===== config.mk =====
export PLATFORM = sky130hd
export DESIGN_NAME = weq_mac
export DESIGN_NICKNAME = d
export VERILOG_FILES = /design/src/rtl/weq_pkg.sv /design/src/rtl/weq_mac.sv
export SDC_FILE = /design/constraint.sdc
export NUM_CORES = 2
export LEC_CHECK = 0
export BUFFER_PORTS_ARGS = -buffer_cell sky130_fd_sc_hd__clkbuf_2
export CAP_MARGIN = 30
export CELL_PAD_IN_SITES_DETAIL_PLACEMENT = 0
export CELL_PAD_IN_SITES_GLOBAL_PLACEMENT = 1
export CORE_UTILIZATION = 47
export CTS_CLUSTER_SIZE = 8
export DETAILED_ROUTE_END_ITERATION = 12
export GPL_ROUTABILITY_DRIVEN = 0
export GPL_TIMING_DRIVEN = 0
export PLACE_DENSITY = 0.85
export SYNTH_ARGS = -nofsm -noshare
export SYNTH_HDL_FRONTEND = slang
export SYNTH_SLANG_ARGS = --single-unit

===== constraint.sdc =====
create_clock -name clk -period 7.75 [get_ports clk]
set_clock_uncertainty 0.15 [all_clocks]
set_input_delay 1.1625 -clock clk [delete_from_list [all_inputs] [get_ports clk]]
set_output_delay 1.1625 -clock clk [all_outputs]
set_load 0.02 [all_outputs]

===== src/rtl/weq_pkg.sv =====
// shared types, constants and arithmetic helpers for the wave grid block
package weq_pkg;

  localparam int GRID_ROWS_DEF = 128;
  localparam int GRID_COLS_DEF = 128;

  localparam logic signed [15:0] COEF_PREV_RST  = -16'sd16286;
  localparam logic signed [15:0] COEF_CURR_RST  = 16'sd31729;
  localparam logic signed [15:0] COEF_NEIGH_RST = 16'sd235;
  localparam logic [19:0]        STEP_PERIOD_RST = 20'd30000;

  localparam logic [1:0] MODE_TICK    = 2'd0;
  localparam logic [1:0] MODE_DISTURB = 2'd1;
  localparam logic [1:0] MODE_READ    = 2'd2;

  localparam logic [1:0] REG_COEF_PREV   = 2'd0;
  localparam logic [1:0] REG_COEF_CURR   = 2'd1;
  localparam logic [1:0] REG_COEF_NEIGH  = 2'd2;
  localparam logic [1:0] REG_STEP_PERIOD = 2'd3;

  typedef struct packed {
    logic signed [15:0] coef_prev;
    logic signed [15:0] coef_curr;
    logic signed [15:0] coef_neigh;
  } coef_t;

  function automatic logic signed [15:0] sat16(input logic signed [39:0] v);
    logic signed [15:0] r;
    if (v > 40'sd32767) r = 16'sh7fff;
    else if (v < -40'sd32768) r = 16'sh8000;
    else r = v[15:0];
    return r;
  endfunction

endpackage


===== src/rtl/weq_mac.sv =====
// pipelined update arithmetic: three products, sum, round and saturate
module weq_mac (
  input  logic               clk,
  input  logic               rst_n,
  input  logic               in_valid,
  input  weq_pkg::coef_t     coef,
  input  logic signed [15:0] prev_h,
  input  logic signed [15:0] curr_h,
  input  logic signed [17:0] nsum,
  output logic               out_valid,
  output logic signed [15:0] out_h
);

  logic               v1_r, v2_r;
  logic signed [31:0] p0_r, p1_r;
  logic signed [33:0] p2_r;
  logic signed [15:0] h_r;

  always_ff @(posedge clk) begin
    if (!rst_n) begin
      v1_r <= 1'b0;
      v2_r <= 1'b0;
    end else begin
      v1_r <= in_valid;
      v2_r <= v1_r;
    end
    p0_r <= coef.coef_prev * prev_h;
    p1_r <= coef.coef_curr * curr_h;
    p2_r <= coef.coef_neigh * nsum;
    // arithmetic shift gives floor, bias gives round half up
    h_r  <= weq_pkg::sat16(40'((40'(p0_r) + 40'(p1_r) + 40'(p2_r) + 40'sd8192) >>> 14));
  end

  assign out_valid = v2_r;
  assign out_h     = h_r;

endmodule


# Word-level counts from Yosys, hierarchy flattened

Index checks and enable logic that the tools add are counted.

Shift operators: 0
Reductions and logical operators: 0
Equal/unequal tests: 0
Multipliers: 3
Bitwise gates (word level): 0
Mux-type cells: 1
Magnitude comparators: 2
$add $sub $neg: 3
Div/mod/pow operators: 0

Operators by type and width:

| kind                   | count |
|---|---|
| $mul 16x16->32         | 2 |
| $add 35x15->36 const B | 1 |
| $add 33x34->35         | 1 |
| $mul 16x18->34         | 1 |
| $add 32x32->33         | 1 |
| $gt 22x16->1 const B   | 1 |
| $lt 22x16->1 const B   | 1 |
| $mux 16                | 1 |

Logic and storage cells: 15
Memories: 0
Bits in latches: 0
Input bits: 101
ROM bits: 0
Bits in writable memories: 0
Register bits: 116

# Longest topological paths before layout

Word-level depth: 5
Depth in mapped cells: 26

# Worst setup path before layout

No wires, ideal clock.

Path kind: input to register
Start: input coef[7] (netlist name)
End: register p2_r[33]
Stages: 26
Data required time: 7.528 ns
Slack: 0.462 ns
Data arrival time: 7.066 ns
Cells stage by stage: clkbuf_1 > clkbuf_1 > nand2_1 > fa_1 > inv_1 > fa_1 > inv_1 > fa_1 > inv_1 > fa_1 > fa_1 > inv_1 > fa_1 > inv_1 > ha_1 > a21o_1 > a21o_1 > a21oi_1 > nand3_1 > a21oi_1 > o211ai_1 > a221oi_1 > o21ai_0 > a21o_1 > a21oi_1 > xnor2_1

Cells in the longest elaborated chain, start to end: 1

RTL lines:

| item                   | RTL line      | source |
|---|---|---|
| start: declaration     | weq_mac.sv:6  | `input weq_pkg::coef_t coef,` |
| $mul 16x18->34         | weq_mac.sv:29 | `p2_r <= coef.coef_neigh * nsum;` |
| end signal: assignment | weq_mac.sv:29 |  |
| end: declaration       | weq_mac.sv:16 | `logic signed [33:0] p2_r;` |

Every way passes these cells.
A chain may end at the register's enable or synchronous reset.

# Worst setup path in the final report

Start: input coef[22] (netlist name)
End: register p1_r[31]

Cells in the longest elaborated chain, start to end: 1

RTL lines:

| item                   | RTL line      | source |
|---|---|---|
| $mul 16x16->32         | weq_mac.sv:28 | `p1_r <= coef.coef_curr * curr_h;` |
| end signal: assignment | weq_mac.sv:28 |  |
| end: declaration       | weq_mac.sv:15 | `logic signed [31:0] p0_r, p1_r;` |

Every way passes these cells.

==> results.json <==
{
  "grt_pass1_wl_um": 137000,
  "cp_max_fo": 10,
  "grt_pass1_vias": 26200,
  "ys_warn_count": 0,
  "drv_slew": 0,
  "synth_edf_count": 0,
  "syn-cell-area_mm2": 0.0350,
  "coreArea_mm2": 0.0733,
  "grtUsageTotal": 0.235,
  "clock_sinks": 116,
  "start_util": 0.478,
  "cts_buffer_depth": 2,
  "hold_violations": 0,
  "hold_path_class": "reg2reg",
  "final_common_cell": "inv_1",
  "max_freq_ghz": 0.133,
  "synthAdderAreaFrac": 0.597,
  "synth_top_family_by_area": "adder cells",
  "yosys.area_share.simple": 0.141,
  "drt-total-wl_um": 82900,
  "avgSynthCellArea_um2": 9.44,
  "whs_ns": 0.283,
  "drc": 4,
  "path_class": "in2reg",
  "crit_buf_inv": 7,
  "die_width_um": 275,
  "cp_data_required_time_ns": 7.90,
  "antenna_found_initial": 3,
  "slew_headroom": 0.548,
  "wire_per_inst_um": 17.3,
  "layoutNonFillerInstCount": 4800,
  "violations": "design-rule violations",
  "grt_max_degree": 19,
  "insertion_delay_ns": 0.42,
  "io_pins": 118,
  "clkTransAtPathRegs_ns": 0.06,
  "mostFrequentLayoutCells": "inv_1 (915), fa_1 (846), nand2_1 (420), and2_1 (372), ha_1 (316)",
  "drtAntennaViolNets": 0,
  "synthFlopType": "dfxtp_1",
  "fin_util": 0.512,
  "netlist_instances": 3712,
  "regArea_mm2": 0.00232,
  "yosys.area_share.xor_xnor": 0.0302,
  "clock-root-buffer": "clkbuf_16",
  "startpoint_type": "input pin",
  "async_reset_ff_frac": 0,
  "fin_nets": 5090,
  "firstDrtPassIters": 9,
  "gr-total-overflow": 0,
  "num_rows": 99,
  "finalCriticalPeriod_ns": 7.54,
  "n_fill_cell": 6908,
  "drv_cap": 0,
  "die_h_um": 275,
  "cp_slowest_cell": "fa_1",
  "dr_total_vias": 24400,
  "ys_ff_latch": 116,
  "die_area_mm2": 0.0756,
  "layout-drive-gt1-share": 0.0644,
  "numPortBuffers": 111,
  "ctsHoldBuffers": 0,
  "placed_cells": 4782,
  "via_per_inst": 5.07,
  "multi_input_area_mm2": 0.0290,
  "crit_family": "adder cells",
  "min_period_over_period": 0.973,
  "cpMostUsedCell": "fa_1",
  "tns_ns": 0,
  "synth-compound-area-share": 0.0557,
  "areaGrowthSynthToFinish_pct": 7.09,
  "hpwl_um": 73700,
  "syn-num-nets": 4976,
  "status": "finished, violations left",
  "yosysSeqAreaShare": 0.0663,
  "cp-end-kind": "flop",
  "cts_inserted_buffers": 17,
  "worst_pin_slew_ns": 0.674,
  "cp.arrival_ns": 7.68,
  "synth_cell_types": 69,
  "cts_tree": "done",
  "muxShareOfSynthArea": 0.000286,
  "setup_viol": 0,
  "slowest_delay_ns": 0.53,
  "htreeDepth": 4,
  "drt_iter0_markers": 1253
}
==> per-stage QoR <==
stage	setup slack, ns	area (um2)
floorplan	0.462	35000
finish	0.212	37500
global route	-0.0273	37500
CTS	0.000205	37400
global placement	-0.832	36800
detailed placement	-0.898	36800
==> logic make-up after synthesis <==
group | after synthesis
fa+ha+maj | 1163
buf+inv | 1021
simple gates | 998
compound gates | 292
xor+xnor | 121
flops | 116
mux | 1
==> cell usage after synthesis, types with 27 or more instances <==
cell type,number,area (um2)
clkbuf_1,101,379
xnor2_1,94,823
nor2_1,102,383
nand2b_1,33,206
dfxtp_1,116,2320
ha_1,316,3950
xor2_1,27,236
a21o_1,53,398
nand2_1,420,1580
and2_1,372,2330
fa_1,847,17000
a21oi_1,83,415
inv_1,915,3430
o21ai_0,55,275
==> path summary, 6_finish.rpt <==
| path | start | end | slack (ns) | depth (start not counted) |
|---|---|---|---|---|
| setup / recovery | coef[22] | p1_r[31] | 0.21 | 26 |
| hold / removal | v1_r | out_valid | 0.28 | 1 |
| setup reg to reg | p0_r[18] | out_h[9] | 3.24 | 14 |
| hold reg to reg | v1_r | out_valid | 0.28 | 1 |
==> repair_timing <==
item | CTS | global route
resized for setup | 30 | 102
buffers inserted | 0 | 3
endpoints found under the setup margin | 7 | 13
pin swaps | 0 | 3
==> metal layers <==
metal	track usage	up-vias	share of wire
met5	0	-	0
met4	0.0673	0	0.032
met3	0.0483	146	0.069
met2	0.384	685	0.48
met1	0.315	12300	0.42
li1	-	11200	-
==> area by class of cell <==
cell class	count	share of cell area
multi-input cells	2575	0.772
plain buffers	86	0.0115
repair buffers	114	0.0154
flip-flops and latches	116	0.0619
diodes	3	0.000200
clock buffers	18	0.0117
inverters	916	0.0916
well taps	959	0.0320
clock inverters	13	0.00393
==> registers in the layout, indices dropped and copies added (netlist names) <==
name	cells
out_valid	1
out_h	16
p1_r	32
p0_r	32
v1_r	1
p2_r	34
Power is not shown: default switching activity piles up to over one toggle a cycle in this logic, so the estimate is an artifact.
